$ cat config.mk
export PLATFORM = sky130hd
export DESIGN_NAME = lgs_row_cell
export DESIGN_NICKNAME = d
export VERILOG_FILES = /design/src/lgs_row_cell.sv
export SDC_FILE = /design/constraint.sdc
export NUM_CORES = 1
export LEC_CHECK = 0
export ABC_AREA = 1
export BUFFER_PORTS_ARGS = -buffer_cell sky130_fd_sc_hd__buf_2
export CAP_MARGIN = 20
export CORE_UTILIZATION = 46
export CTS_CLUSTER_SIZE = 16
export DETAILED_ROUTE_END_ITERATION = 8
export PLACE_DENSITY = 0.87
export SLEW_MARGIN = 20
export SYNTH_ARGS = -nofsm -noshare
export SYNTH_HDL_FRONTEND = slang
export SYNTH_SLANG_ARGS = --single-unit
export TNS_END_PERCENT = 20
$ cat constraint.sdc
create_clock -name aclk -period 0.8 [get_ports aclk]
set_input_delay 0.08 -clock aclk [delete_from_list [all_inputs] [get_ports aclk]]
set_output_delay 0.08 -clock aclk [all_outputs]
set_load 0.01 [all_outputs]
$ cat src/lgs_row_cell.sv
// One row cell of the grid ring: holds a row and takes its neighbor's row on a shift.
module lgs_row_cell #(
    parameter int WIDTH = 64
) (
    input  logic             aclk,
    input  logic             aresetn,
    input  logic             shift,
    input  logic [WIDTH-1:0] shift_in,
    output logic [WIDTH-1:0] row_q
);

    logic [WIDTH-1:0] row_reg;
    logic [WIDTH-1:0] row_next;

    // Take the neighbor's row when the ring rotates, otherwise hold.
    always_comb begin
        row_next = shift ? shift_in : row_reg;
    end

    // All cells are dead after reset.
    always_ff @(posedge aclk) begin
        if (!aresetn) begin
            row_reg <= '0;
        end else begin
            row_reg <= row_next;
        end
    end

    assign row_q = row_reg;

endmodule

==> impl_metrics.toml <==
[outcome]
outcome = "complete, but fails checks"
violations = "negative setup slack"

[synth]
synthCells = 405
ys_warn_count = 0
yosys-top-cells-area = "dfxtp_1, nand2_1, nor2_1"
syn-cell-area_mm2 = 0.002670
synth.net_count = 472
synth_top_cell_by_area = "dfxtp_1"
ys_ff_latch = 64
ys_types = 7
netlist.area_leader.share = 0.4799
syn_avg_cell_area_um2 = 6.593
ys_seq_area_frac = 0.4799

[clocking]
hold_buffers = 0
cts_max_level = 3
clk_pin_slew_ns = 0.07
cts_root_buf = "clkbuf_8"
insertion_delay_ns = 0.31
cts.sinks = 64
clock_path_buffers = 2
cts_tree = "built"
numCtsBuffers = 9

[drt]
remaining_drc_errors = 0
routed_wl_um = 6397
wire_per_inst_um = 10.50
detail-route-antenna-nets = 0
first_iter_violations = 53
vias = 2635
vias_per_cell = 4.327
drtPass1Iterations = 4

[timing]
setup_ws_ns = -0.05593
fmaxAchievable_ghz = 1.168
setup_viol = 64
relSlewSlack = 0.8773
worstMarginPinSlew_ns = 0.1841
holdWs_ns = 0.03632
tns_ns = -2.408
finalMaxSlewViolations = 0
hold_viol = 0
post-route-period-util = 1.070
post-route-min-period_ns = 0.8559
fin_worst_skew_ns = 0
grt_setup_unrepaired = "true"

[floorplan]
dieArea_mm2 = 0.006113
rows = 27
die_w_um = 78.19
initial_core_util = 0.4819
io_pins = 131
core_mm2 = 0.005540
die_y_um = 78.19

[critical_path]
cp.depth = 1
cp.required_ns = 0.72
crit_slowest_cell = "dfxtp_2"
r2r_setup_slack_ns = 0.10
reg2regPathDepth = 3
critPathBufInv = 1
crit_family = "flip-flops"
r2r-end = "row_q[47]"
startpoint = "row_q[43]"
reg2reg_from = "row_q[47]"
crit_path_end_kind = "primary output"
path_class = "register to primary output"
crit_path_end = "row_q[43]"
crit_chain = "buf_6"
startpoint_type = "register"
arrival_ns = 0.78
cp_max_fo = 2
slowest_delay_ns = 0.35

[placement]
dp_cells = 592
routabilityCongestion = 0.7639
io_buffers = 130
hpwlAfterDp_um = 4167

[power_and_ir_drop]
pwr-share-clk = 0.372
leakagePower_nw = 2.300
p_switching_mw = 1.911
internal_power_mw = 6.046
finalPower_mw = 7.957
power_density_mw_per_mm2 = 1972
sequentialPowerShare = 0.455
pwr-share-comb = 0.172
switching_share = 0.2402
ir_drop_mv = 1.188

[cells_and_area]
multi_input_area_um2 = 960.9
largest_reg_flops = 64
final_nets = 599
fin_util = 0.7283
layoutNonFillerInstCount = 609
regArea_mm2 = 0.001361
drive_above_1_share = 0.3985
num_antenna_cells = 0
fill_cells = 434
mostFrequentLayoutCells = "nor2_1, nand2_1, buf_2"
area_growth_syn_to_layout_pct = 51.12

[min_path]
hold_path_class = "input port to register"

[grt]
grt_overflow_total = 0
grt_pass1_vias = 2561
grt_max_degree = 48
grt_pass1_wl_um = 10740
global_route.usage.total = 0.2244
antenna_found_initial = 0

[flow_run]
cap_violations = 0
-- metal layers --
| metal | track usage | up-vias | part of all wire |
|---|---|---|---|
| met1 | 0.2138 | 1138 | 0.39 |
| met5 | 0 | - | 0 |
| met2 | 0.4377 | 89 | 0.53 |
| li1 | - | 1395 | - |
| met3 | 0.06512 | 13 | 0.065 |
| met4 | 0.1000 | 0 | 0.020 |
-- synthesized netlist by cell type, drive strengths merged --
| cell | number |
|---|---|
| nor2 | 128 |
| nand2 | 128 |
| inv | 64 |
| dfxtp | 64 |
| buf | 21 |
-- power groups by stage --
stage                     logic, mW  registers [mW]  clock network, mW
after floorplan               0.558            3.69                  0
after global placement         1.08            3.58                  0
after detailed placement       1.11            3.59                  0
after CTS                      1.36            3.62               3.05
after global routing           1.53            3.64               3.21
final                          1.37            3.62               2.96
-- worst min path at each step --
stage	from	slack [ns]	endpoint	depth (start not counted)
2_1_floorplan	shift_in[0]	0.27	row_q[0]	4
5_1_grt	shift_in[51]	0.03	row_q[51]	5
6_report	shift_in[60]	0.04	row_q[60]	5
3_3_place_gp	shift_in[16]	0.36	row_q[16]	5
3_5_place_dp	shift_in[25]	0.37	row_q[25]	5
4_1_cts	shift_in[60]	0.02	row_q[60]	5
-- cell type report --
class                      count  area share
inverter                      64     0.05953
timing repair buffer         137      0.2896
sequential                    64      0.3374
multi-input combinational    256      0.2381
clock inverter                 3     0.01612
clock buffer                  13     0.03690
tap                           72     0.02233
-- logic make-up (layout without fill, tap and decap cells) --
logic type | after synthesis | after routing | share of synthesized area
buffers and inverters | 85 | 217 | 0.1603
DFF | 64 | 64 | 0.4799
and+or+nand+nor | 256 | 256 | 0.3599
-- through the flow --
step / worst slack [ns] / area (um2)
global route: -0.09010 / 4035
detailed placement: 0.05580 / 3333
finish: -0.05593 / 4035
floorplan: 0.1935 / 2670
global placement: 0.09149 / 3333
CTS: -0.07579 / 4035
-- repair_timing --
item,CTS,global route
buffers inserted,1,0
endpoints found under the setup margin,64,64
gates resized for setup,128,0
(Power assumes the default switching activity.)
