[src/lgs_pkg.sv]
// Shared types and constants for the toroidal life generation block.
package lgs_pkg;

    // Width of a cell coordinate field on the input stream.
    localparam int COORD_W = 6;

    // Width of the operation kind field.
    localparam int KIND_W = 2;

    // Neighbor count that brings a dead cell to life, and the extra count a live cell survives.
    localparam logic [3:0] BIRTH_COUNT   = 4'd3;
    localparam logic [3:0] SURVIVE_COUNT = 4'd2;

    // Operation kinds carried in tuser.
    typedef enum logic [KIND_W-1:0] {
        KIND_WRITE   = 2'd0,
        KIND_READ    = 2'd1,
        KIND_ADVANCE = 2'd2
    } kind_e_t;

    // Sequencer states, one-hot.
    typedef enum logic [1:0] {
        ST_IDLE = 2'b01,
        ST_RUN  = 2'b10
    } state_t;

    // Control from the sequencer to the row ring and its datapath.
    typedef struct packed {
        logic shift;    // ring rotates by one row this cycle
        logic first;    // head holds the first row of the pass
        logic last;     // head holds the last row of the pass
        logic row_hit;  // head holds the addressed row
        logic emit;     // pass completes and the result is loaded
    } lgs_ctrl_t;

endpackage

[src/lgs_row_eval.sv]
// Computes one new generation row from the rows above, at and below it.
module lgs_row_eval #(
    parameter int WIDTH = 64
) (
    input  logic [WIDTH-1:0] north,
    input  logic [WIDTH-1:0] center,
    input  logic [WIDTH-1:0] south,
    output logic [WIDTH-1:0] new_row
);

    import lgs_pkg::*;

    // Each column counts its eight neighbors, wrapping at the left and right edges.
    always_comb begin
        int         cw;
        int         ce;
        logic [3:0] n;
        new_row = '0;
        for (int c = 0; c < WIDTH; c++) begin
            cw = (c == 0) ? WIDTH - 1 : c - 1;
            ce = (c == WIDTH - 1) ? 0 : c + 1;
            n = 4'(north[cw]) + 4'(north[c]) + 4'(north[ce])
              + 4'(center[cw]) + 4'(center[ce])
              + 4'(south[cw]) + 4'(south[c]) + 4'(south[ce]);
            new_row[c] = (n == BIRTH_COUNT) || (center[c] && (n == SURVIVE_COUNT));
        end
    end

endmodule

[config.mk]
export PLATFORM = sky130hd
export DESIGN_NAME = lgs_row_eval
export DESIGN_NICKNAME = d
export VERILOG_FILES = /design/src/lgs_pkg.sv /design/src/lgs_row_eval.sv
export SDC_FILE = /design/constraint.sdc
export NUM_CORES = 1
export LEC_CHECK = 0
export BUFFER_PORTS_ARGS = -buffer_cell sky130_fd_sc_hd__buf_2
export CAP_MARGIN = 20
export CORE_ASPECT_RATIO = 0.8
export CORE_MARGIN = 5
export CORE_UTILIZATION = 30
export DETAILED_ROUTE_END_ITERATION = 16
export PLACE_DENSITY = 0.59
export SLEW_MARGIN = 20
export SYNTH_ARGS = -nofsm -noshare
export SYNTH_HDL_FRONTEND = slang
export SYNTH_SLANG_ARGS = --single-unit
export TNS_END_PERCENT = 10
[constraint.sdc]
create_clock -name vclk -period 5.1
set_clock_uncertainty 0.2 [all_clocks]
set_input_delay 0.51 -clock vclk [all_inputs]
set_output_delay 0.51 -clock vclk [all_outputs]
set_load 0.02 [all_outputs]
==> run summary <==
Outcome: complete, no violations
CTS resizes: 0
Post-synthesis mux area share: 0
LEAKAGE: 7.32 nW
Pwr/cell area: 209 mW/mm2
F_max: 0.240 GHz
Tcrit/Tclk final: 0.816
Synth Instances: 1,215
Slowest CP cell: fa_1
Post-Synth Adder-Cell Area: 0.691
Sequential share of the synthesized area: 0
Final slew viol count: 0
Largest net degree at the start of global routing: 4
Initial antenna violation count: 12
WL/cell: 12.4 um
Slowest stage delay, CP: 550 ps
Synthesis-to-finish area growth: 17.3%
Tot Pwr: 0.00267 W
Mean Syn Cell Area: 8.96 um2
Vias per inst: 4.23
Hold Path Class: input port to output pin
Maxcap violations: 0
Hpwl dp: 24.1 mm
Global-route wire length before repair: 42.6 mm
Drt drc: 0
Vias in the first global route: 9,304
CP Capture Type: output pin
Final hold viol count: 0
Seq cells: 0
Die Wd: 223 um
Post-synth cell types: 8
Multi-input gate area: 0.00921 mm2
DRT iter0 DRCs: 202
Routed WL: 24.3 mm
Yosys top cell by area: fa_1
Die area: 0.0402 mm2
FF+latch area: 0 um2
Synth Area in Simple Gates: 0.0662
Syn Nets: 1,855
DRT antenna net count: 0
Post-synthesis compound-gate area fraction: 0.0883
RD Place Congestion: 0.833
Final setup fails: 0
Worst-margin pin slew: 300 ps
Synth Area in XOR/XNOR: 0
Die height: 180 um
Clock buffers: 0
Critical path launch point: north[56]
Row count: 62
Worst Path Required: 4390 ps
Total grt overflow: 0
I/O pin count: 256
Post-route insts no fill: 1,953
Starting Density: 0.304
Final nets: 2,113
Total GRT Usage: 0.122
RSZ-0062 raised after global routing: false
CP most frequent cell: fa_1
Yosys warns: 0
Slew margin rel.: 0.800
Final setup TNS: 0 ps
Setup CP Type: input port to output pin
IO buf count: 256
CP Launch Type: input port
Placed cells: 1,951
Critical Path Fanout Max: 2
Vias: 8,266
Critical path arrival: 3450 ps
Largest family of logic cells by synthesized area: adder cells
CP cell instances: buf_2, inv_1, fa_1, fa_1, fa_1, inv_1, ha_1, fa_1, or2_1, a21oi_1, buf_2
Detailed Routing Iterations Pass 1: 4
Critical Path Sink: new_row[57]
Core Region: 0.0358 mm2
Post-route design area: 0.0128 mm2
# Post-CTS Setup Buffers: 0
Top cells by area, synth: fa_1 47%, ha_1 22%, inv_1 15%
Fill count: 3,739
Syn Std Cell Area: 0.0109 mm2
Max VDD drop: 0.117 mV
Post-CTS Hold Fix Bufs: 0
Top-area cell type share of the netlist area: 0.471
Share of layout cells above drive strength 1: 0.174
Final Critical Period: 4160 ps
Placed inst area: 0.0128 mm2
-- critical path, delay by kind of cell --
family | cells | cell delay [ps]
adder cells (fa/ha/maj) | 5 | 2080
AO/OA/AOI/OAI | 1 | 200
AND/OR/NAND/NOR | 1 | 240
buffers and inverters | 4 | 430
-- metal layers --
metal | vias to the layer above | global-route usage | routed length, um
li1 | 4171 | - | -
met1 | 3906 | 0.164 | 10900
met2 | 137 | 0.213 | 11500
met3 | 34 | 0.0221 | 1320
met4 | 18 | 0.0120 | 371
met5 | - | 0 | 135
-- where the power goes --
group | internal, W | total [W] | switching, W
combinational | 0.00111 | 0.00267 | 0.00155
sequential | 0 | 0 | 0
clock | 0.0000000000524 | 0.0000000000524 | 0
-- how the worst min path moves through the flow --
stage | from | end | cells after the start
finish | center[18] | new_row[18] | 4
global route | center[18] | new_row[18] | 4
CTS | center[18] | new_row[18] | 4
detailed placement | center[18] | new_row[18] | 4
global placement | center[13] | new_row[13] | 4
floorplan | center[10] | new_row[10] | 2
-- synth_stat cells (all sizes together) --
cell and n:
a21oi 128, fa 256, ha 192, inv 447, nand3 64, o21ai 64
or2 64
-- cell families (layout without fill, tap and decap cells) --
kind of cell / after synthesis / count (layout)
other cells: 0 / 2
fa+ha+maj: 448 / 448
compound gates: 192 / 192
simple gates: 128 / 128
buf+inv: 447 / 703
-- metrics by stage --
| stage | hold WS (ps) | worst slack, ps | utilization |
|---|---|---|---|
| after global routing | 1250 | 781 | 0.356 |
| after detailed placement | 1240 | 924 | 0.356 |
| after global placement | 1240 | 945 | 0.356 |
| final | 1240 | 941 | 0.356 |
| after floorplan | 1040 | 1170 | - |
| after CTS | 1240 | 918 | 0.356 |
-- area by class of cell --
class,count,share of cell area
antenna,2,0.000392
timing repair buffer,256,0.100
multi-input combinational,768,0.721
tap,480,0.0470
inverter,447,0.131
-- cell usage in the layout (no fill, tap or decap), drive strengths merged --
cell type,n
a21oi,128
nand3,64
inv,447
o21ai,64
fa,256
ha,192
buf,256
diode,2
or2,64
(Power assumes the default switching activity.)
