==> src/lgs_pkg.sv <==
// Shared types and constants for the toroidal life generation block.
package lgs_pkg;

    // Width of a cell coordinate field on the input stream.
    localparam int COORD_W = 6;

    // Width of the operation kind field.
    localparam int KIND_W = 2;

    // Neighbor count that brings a dead cell to life, and the extra count a live cell survives.
    localparam logic [3:0] BIRTH_COUNT   = 4'd3;
    localparam logic [3:0] SURVIVE_COUNT = 4'd2;

    // Operation kinds carried in tuser.
    typedef enum logic [KIND_W-1:0] {
        KIND_WRITE   = 2'd0,
        KIND_READ    = 2'd1,
        KIND_ADVANCE = 2'd2
    } kind_e_t;

    // Sequencer states, one-hot.
    typedef enum logic [1:0] {
        ST_IDLE = 2'b01,
        ST_RUN  = 2'b10
    } state_t;

    // Control from the sequencer to the row ring and its datapath.
    typedef struct packed {
        logic shift;    // ring rotates by one row this cycle
        logic first;    // head holds the first row of the pass
        logic last;     // head holds the last row of the pass
        logic row_hit;  // head holds the addressed row
        logic emit;     // pass completes and the result is loaded
    } lgs_ctrl_t;

endpackage

==> src/lgs_ctrl.sv <==
// Sequencer that walks the row ring once per transaction.
module lgs_ctrl #(
    parameter int ROWS = 64
) (
    input  logic                       aclk,
    input  logic                       aresetn,
    input  logic                       start,
    input  logic [lgs_pkg::COORD_W-1:0] row_sel,
    input  logic                       out_free,
    output logic                       idle,
    output lgs_pkg::lgs_ctrl_t         ctrl
);

    import lgs_pkg::*;

    localparam int ROW_W = $clog2(ROWS);

    state_t           state_reg;
    state_t           state_next;
    logic [ROW_W-1:0] step_reg;
    logic [ROW_W-1:0] step_next;
    logic             last;
    logic             shift;

    assign last  = (step_reg == ROW_W'(ROWS - 1));
    assign shift = (state_reg == ST_RUN) && (!last || out_free);

    // Next state and step count.
    always_comb begin
        state_next = state_reg;
        step_next  = step_reg;
        case (state_reg)
            ST_IDLE: begin
                if (start) begin
                    state_next = ST_RUN;
                    step_next  = '0;
                end
            end
            ST_RUN: begin
                if (shift) begin
                    step_next = step_reg + 1'b1;
                    if (last) begin
                        state_next = ST_IDLE;
                        step_next  = '0;
                    end
                end
            end
            default: begin
                state_next = ST_IDLE;
                step_next  = '0;
            end
        endcase
    end

    always_ff @(posedge aclk) begin
        if (!aresetn) begin
            state_reg <= ST_IDLE;
            step_reg  <= '0;
        end else begin
            state_reg <= state_next;
            step_reg  <= step_next;
        end
    end

    // Control bundle for the datapath.
    assign idle         = (state_reg == ST_IDLE);
    assign ctrl.shift   = shift;
    assign ctrl.first   = (step_reg == '0);
    assign ctrl.last    = last;
    assign ctrl.row_hit = (COORD_W'(step_reg) == row_sel);
    assign ctrl.emit    = shift && last;

endmodule

==> config.mk <==
export PLATFORM = sky130hd
export DESIGN_NAME = lgs_ctrl
export DESIGN_NICKNAME = d
export VERILOG_FILES = /design/src/lgs_pkg.sv /design/src/lgs_ctrl.sv
export SDC_FILE = /design/constraint.sdc
export NUM_CORES = 1
export LEC_CHECK = 0
export ABC_AREA = 0
export BUFFER_PORTS_ARGS = -buffer_cell sky130_fd_sc_hd__buf_2
export CAP_MARGIN = 10
export CORE_AREA = 2 2 39 41
export CTS_BUF_LIST = sky130_fd_sc_hd__clkbuf_8
export CTS_CLUSTER_DIAMETER = 200
export CTS_CLUSTER_SIZE = 40
export DETAILED_ROUTE_END_ITERATION = 10
export DIE_AREA = 0 0 41 43
export GPL_TIMING_DRIVEN = 0
export HOLD_SLACK_MARGIN = 0.05
export PLACE_DENSITY_LB_ADDON = 0.1
export RECOVER_POWER = 25
export SYNTH_ARGS = -nofsm -noshare
export SYNTH_HDL_FRONTEND = slang
export SYNTH_SLANG_ARGS = --single-unit
export TNS_END_PERCENT = 1
==> constraint.sdc <==
create_clock -name aclk -period 4.4 [get_ports aclk]
set_clock_uncertainty 0.15 [all_clocks]
set_input_delay 0.22 -clock aclk [delete_from_list [all_inputs] [get_ports aclk]]
set_output_delay 0.22 -clock aclk [all_outputs]
set_load 0.02 [all_outputs]
==> results of run 1 <==
-- Yosys cell counts, types with 2 or more instances --
cell type  n  area, µm²
a21oi_1    3      15.01
and2_1     2      12.51
buf_2      2      10.01
buf_4      2      15.01
dfxtp_1    8      160.2
ha_1       2      25.02
inv_1      4      15.01
nand2_1    3      11.26
nand3_1    3      15.01
nor2_1     3      11.26
nor2b_1    3      18.77
o21ai_0    4      20.02
xnor2_1    5      43.79
xor2_1     3      26.28
-- metrics by stage --
stage	util [%]	setup WS [ps]	cell area, µm²
after floorplan	-	2837	551.8
after CTS	49.73	2335	688.2
after global placement	46.75	2584	646.9
after detailed placement	46.75	2575	646.9
after global routing	49.55	2180	685.7
final	49.55	2355	685.7
-- critical path: cells and delay by family, from the launching register on --
kind / cells / cell delay (ps)
AO/OA/AOI/OAI: 1 / 330
AND/OR/NAND/NOR: 1 / 120
adder cells (fa/ha/maj): 1 / 250
flip-flops: 1 / 410
buffers and inverters: 3 / 340
-- cells by family (layout without fill, tap and decap cells) --
| family | count (synthesis) | in the layout | share of synthesized area [%] |
|---|---|---|---|
| buffers and inverters | 8 | 26 | 7.255 |
| AND/OR/NAND/NOR | 26 | 26 | 29.71 |
| flip-flops | 8 | 8 | 29.02 |
| XOR/XNOR | 8 | 8 | 12.70 |
| AO/OA/AOI/OAI | 13 | 13 | 16.78 |
| adder cells (fa/ha/maj) | 2 | 2 | 4.534 |
-- worst paths after layout --
kind                                     to  slack [ps]
hold reg to reg    step_reg[1]$_SDFFE_PN0P_         390
setup / recovery                    ctrl[4]        2360
setup reg to reg   step_reg[5]$_SDFFE_PN0P_        2660
hold / removal    state_reg[0]$_SDFFE_PN1P_          60
-- metal layers --
layer	wire length (µm)	part of all wire, %	up-vias	track usage, %
li1	-	-	262	-
met1	459	44	224	14.29
met2	492	47	12	20.94
met3	77	7.4	2	7.853
met4	17	1.6	0	6.000
met5	0	0	-	0
-- where the power goes --
| part | internal, W | switching (W) |
|---|---|---|
| combinational | 0.0000128 | 0.0000144 |
| clock | 0.0000591 | 0.0000272 |
| sequential | 0.0000750 | 0.00000187 |
| total | 0.000147 | 0.0000435 |
-- final cells by class --
type	instances	area [µm²]	area share, %
Multi-Input combinational cell	49	351.6	51.28
Sequential cell	8	160.2	23.36
Timing Repair Buffer	15	72.57	10.58
Clock buffer	3	41.29	6.022
Buffer	4	25.02	3.650
Tap cell	16	20.02	2.920
Inverter	4	15.01	2.190
==> results.md, run 1 <==
- Status: complete, no violations
- Net Count, Synth: 77
- Post CTS Setup Buffer Count: 0
- Endpoint class of the critical path: primary output
- First-pass DRT Iterations: 4
- GR Util All Layers: 13.60%
- Clock Latency Late Sink: about 230 ps
- Wire per inst: around 11 µm
- Worst Setup Path Type: reg -> out
- H-tree depth: 1
- # clock sinks: 8
- Final ANT Viol Nets: 0
- Starting Density: 39.87%
- Hold Crit Depth: 2
- Max_slew headroom: approximately 74%
- Setup TNS: 0 ps
- Slowest CP cell: dfxtp_1
- Sequential fraction of the synthesis area: between 20 and 30%
- Pwr dens: 277.8 nW/µm²
- First-pass GRT wire length: 1566 µm
- Vias in the first global route: 417
- # setup viols final: 0
- Largest net degree at the start of global routing: 8
- Number of remaining DRC errors: 0
- Syn Area/Cell: 8.489 µm²
- Design Power: 0.0001904 W
- Synthesized area: 551.8 µm²
- Startpoint class of the critical path: flop
- DP Wirelength: roughly 840 µm
- R2R depth: 5
- Reg2reg start: step_reg[1]$_SDFFE_PN0P_
- CTS resizes: 0
- CTS Buf Count: 3
- Area Growth Syn to Fin: 24.26%
- Vias per cell: 5.051
- TritonCTS clock tree: built
- Max Slew Vio Count: 0
- NumNets Final: a little under 100
- Post-synth top flop: dfxtp_1
- CP Max Fanout: 5
- RSZ-0062 raised after global routing: no
- Max VDD drop: 250.2 µV
- RD Place Congestion: 0.7244
- Hold slack final: about 60 ps
- Final WL: ~1000 µm
- Endpoints failing hold: 0
- Clk buf depth: 2
- Post-synth EDFFs: 0
- Leak: 0.2973 nW
- Unique masters post-synth: 32
- Number of I/O port buffers: 15
- DR iter-0 viols: 7
- Cts hold-fix bufs: 0
- Antenna violations before repair: 0
- Most common cell after layout, fill and taps aside: buf_2
- Worst-path clk slew: 40 ps
- Die X: 41 µm
- Number of antenna diodes: 0
- Fin cells: 99
- Via count: 500
- Worst slew pin tran: 384.2 ps
- Core area: 1384 µm²
- Final min period: about 2000 ps
- IO Pins: 16
- Critical Path RT: roughly 4000 ps
- Filler cell count: about 150
- Largest register FFs: 6
- Arrival @ worst endpoint: 1670 ps
- Height of the die: around 43 µm
- Async SR Flop Fraction: 0%
- Hold path startpoint: aresetn
- Crit path launch: step_reg[1]$_SDFFE_PN0P_
- Cell Chain, Critical Path: ha_1, nand3_2, o21ai_0, inv_1, buf_4, buf_2
- Placed Cells: between 90 and 100
- Hold/Removal Path Class: in -> reg
- Most frequent cells in the layout: buf_2 (15), dfxtp_1 (8), xnor2_1 (5)
- Total gr overflow: 0
- Fmax: between 400 and 500 MHz
- Max-Cap Viols: 0
- CP peak stage delay: 410 ps
- Clock Root Buffer: clkbuf_8
- Yosys warning total: 0
- #FFs+latches synth: 8
- FP Rows: 14
- Post-Synthesis Cells: 65
- Die Area: 1763 µm²
- Tcrit/Tclk final: 46.47%
- Layout cells sized above 1: 32.53%
(Power assumes the default switching activity.)
==> run 2, diff against run 1 <==
==> constraint.sdc (replaced) <==
create_clock -name aclk -period 1.9 [get_ports aclk]
set_clock_uncertainty 0.15 [all_clocks]
set_input_delay 0.095 -clock aclk [delete_from_list [all_inputs] [get_ports aclk]]
set_output_delay 0.095 -clock aclk [all_outputs]
set_load 0.02 [all_outputs]
==> results.md, run 2 (synthesis gave the netlist of run 1 again) <==
- RSZ-0062 raised after global routing: no
- Starting Density: 39.87%
- Vias in the first global route: 425
- Total gr overflow: 0
- CP delay by family, top: flip-flops
- Layout cells sized above 1: 31.76%
- Startpoint class of the critical path: flop
- Final ANT Viol Nets: 0
- Status: complete, no violations
- CP peak stage delay: 410 ps
- Largest net degree at the start of global routing: 8
- Most common cell after layout, fill and taps aside: buf_2
- Vias per cell: 5.030
- Clk buf depth: 2
- Core area: between 1000 and 1500 µm²
- Max Slew Vio Count: 0
- Clock Latency Late Sink: 230 ps
- Tcrit/Tclk final: roughly 94%
- Placed Cells: 96
- Worst slew pin tran: 384.2 ps
- Pwr dens: 627.6 nW/µm²
- Multi-input combinational cell area: 355.3 µm²
- Final WL: roughly 1100 µm
- Number of antenna diodes: 0
- DR iter-0 viols: 7
- CP Max Fanout: 5
- Utilization after layout: 51.18%
- Die X: just over 40 µm
- Number of I/O port buffers: 15
- Area Growth Syn to Fin: 28.34%
- # setup viols final: 0
- Endpoints failing hold: 0
- Max_slew headroom: about three quarters
- Fin cells: 101
- Via count: between 500 and 600
- Wire per inst: roughly 11 µm
- Antenna violations before repair: 0
- Design Area, Final: around 700 µm²
- TritonCTS clock tree: built
- Slowest CP cell: dfxtp_1
- Endpoint class of the critical path: primary output
- Setup TNS: 0 ps
- Final min period: about 1800 ps
- Most frequent cells in the layout: buf_2 (14), dfxtp_1 (8), xnor2_1 (5)
- First-pass DRT Iterations: 4
- Clock Root Buffer: clkbuf_8
- CTS Buf Count: 3
- DP Wirelength: 838.2 µm
- Leak: 0.3018 nW
- Cell Chain, Critical Path: ha_1, nand3_2, o21ai_2, inv_1, buf_4, buf_2
- Worst-path clk slew: 40 ps
- Max-Cap Viols: 0
- Setup WS pre-CTS: 150.3 ps
- Critical Path RT: approximately 1700 ps
- Hold/Removal Path Class: in -> reg
- Filler cell count: 146
- Height of the die: 43 µm
- GR Util All Layers: approximately 14%
- First-pass GRT wire length: roughly 1600 µm
- Die Area: ~1800 µm²
- Crit path buf inv count: 3
- FP Rows: 14
- Fin worst setup slack: 122.9 ps
- Placed inst area: 646.9 µm²
- Register area: about 160 µm²
- # clock sinks: 8
- Fmax: 562.7 MHz
- IO Pins: 16
- Worst Setup Path Type: reg -> out
- Number of remaining DRC errors: 0
- Post CTS Setup Buffer Count: 0
- H-tree depth: 1
- Max VDD drop: about 580 µV
- Largest register FFs: 6
- Arrival @ worst endpoint: 1530 ps
- NumNets Final: 99
- RD Place Congestion: 0.7244
-- run 2: changes by cell type in the layout (fill, tap and decap cells not counted) --
| cell | previous run | this run |
|---|---|---|
| buf_2 | 15 | 14 |
| o21ai_2 | 0 | 1 |
| o21ai_0 | 4 | 3 |
| clkbuf_1 | 2 | 3 |
| dlygate4sd3_1 | 0 | 2 |
-- run 2: what timing repair did --
item                                    in CTS  in global routing
endpoints found under the hold margin        3                  0
gates resized for setup                      1                  1
hold buffers                                 2                  0
endpoints found under the setup margin       1                  1
-- run 2: stage by stage --
step | total power (W) | hold slack (ps)
2_1_floorplan | 0.0002231 | 6.941
3_3_place_gp | 0.0002446 | 169.5
3_5_place_dp | 0.0002460 | 169.9
4_1_cts | 0.0004504 | 208.1
5_1_grt | 0.0004676 | 228.5
6_report | 0.0004444 | 201.0
-- run 2: per-layer routing --
metal / vias to the layer above / share of wire (%) / GRT usage, %
met3: 2 / 7.1 / 7.853
li1: 266 / - / -
met4: 0 / 1.6 / 6.000
met5: - / 0 / 0
met1: 228 / 44 / 14.29
met2: 12 / 47 / 21.56
-- run 2: worst register-to-register path: stages (launching register included) --
cell	delay [ps]
dfxtp_1	410
ha_1	250
and3_2	220
a41oi_1	150
o21ai_1	360
a21oi_1	80
-- run 2: power breakdown --
part | switching [W] | leakage, nW | internal (W)
sequential | 0.00000434 | 0.0650 | 0.000174
combinational | 0.0000340 | 0.215 | 0.0000324
clock | 0.0000631 | 0.0216 | 0.000137
-- run 2: final timing paths --
check             cells past startpoint  slack, ps                   endpoint                     start
hold / removal                        4        200  state_reg[0]$_SDFFE_PN1P_                  out_free
setup / recovery                      6        120                    ctrl[4]  step_reg[1]$_SDFFE_PN0P_
setup reg to reg                      5        160   step_reg[5]$_SDFFE_PN0P_  step_reg[1]$_SDFFE_PN0P_
hold reg to reg                       2        390   step_reg[1]$_SDFFE_PN0P_  step_reg[1]$_SDFFE_PN0P_
-- run 2: final cells by class --
cell class / instances / share of cell area, %
plain buffers: 4 / 3.534
clock buffers: 3 / 5.830
inverters: 4 / 2.120
multi-input cells: 49 / 50.18
flip-flops and latches: 8 / 22.61
well taps: 16 / 2.827
repair buffers: 17 / 12.90
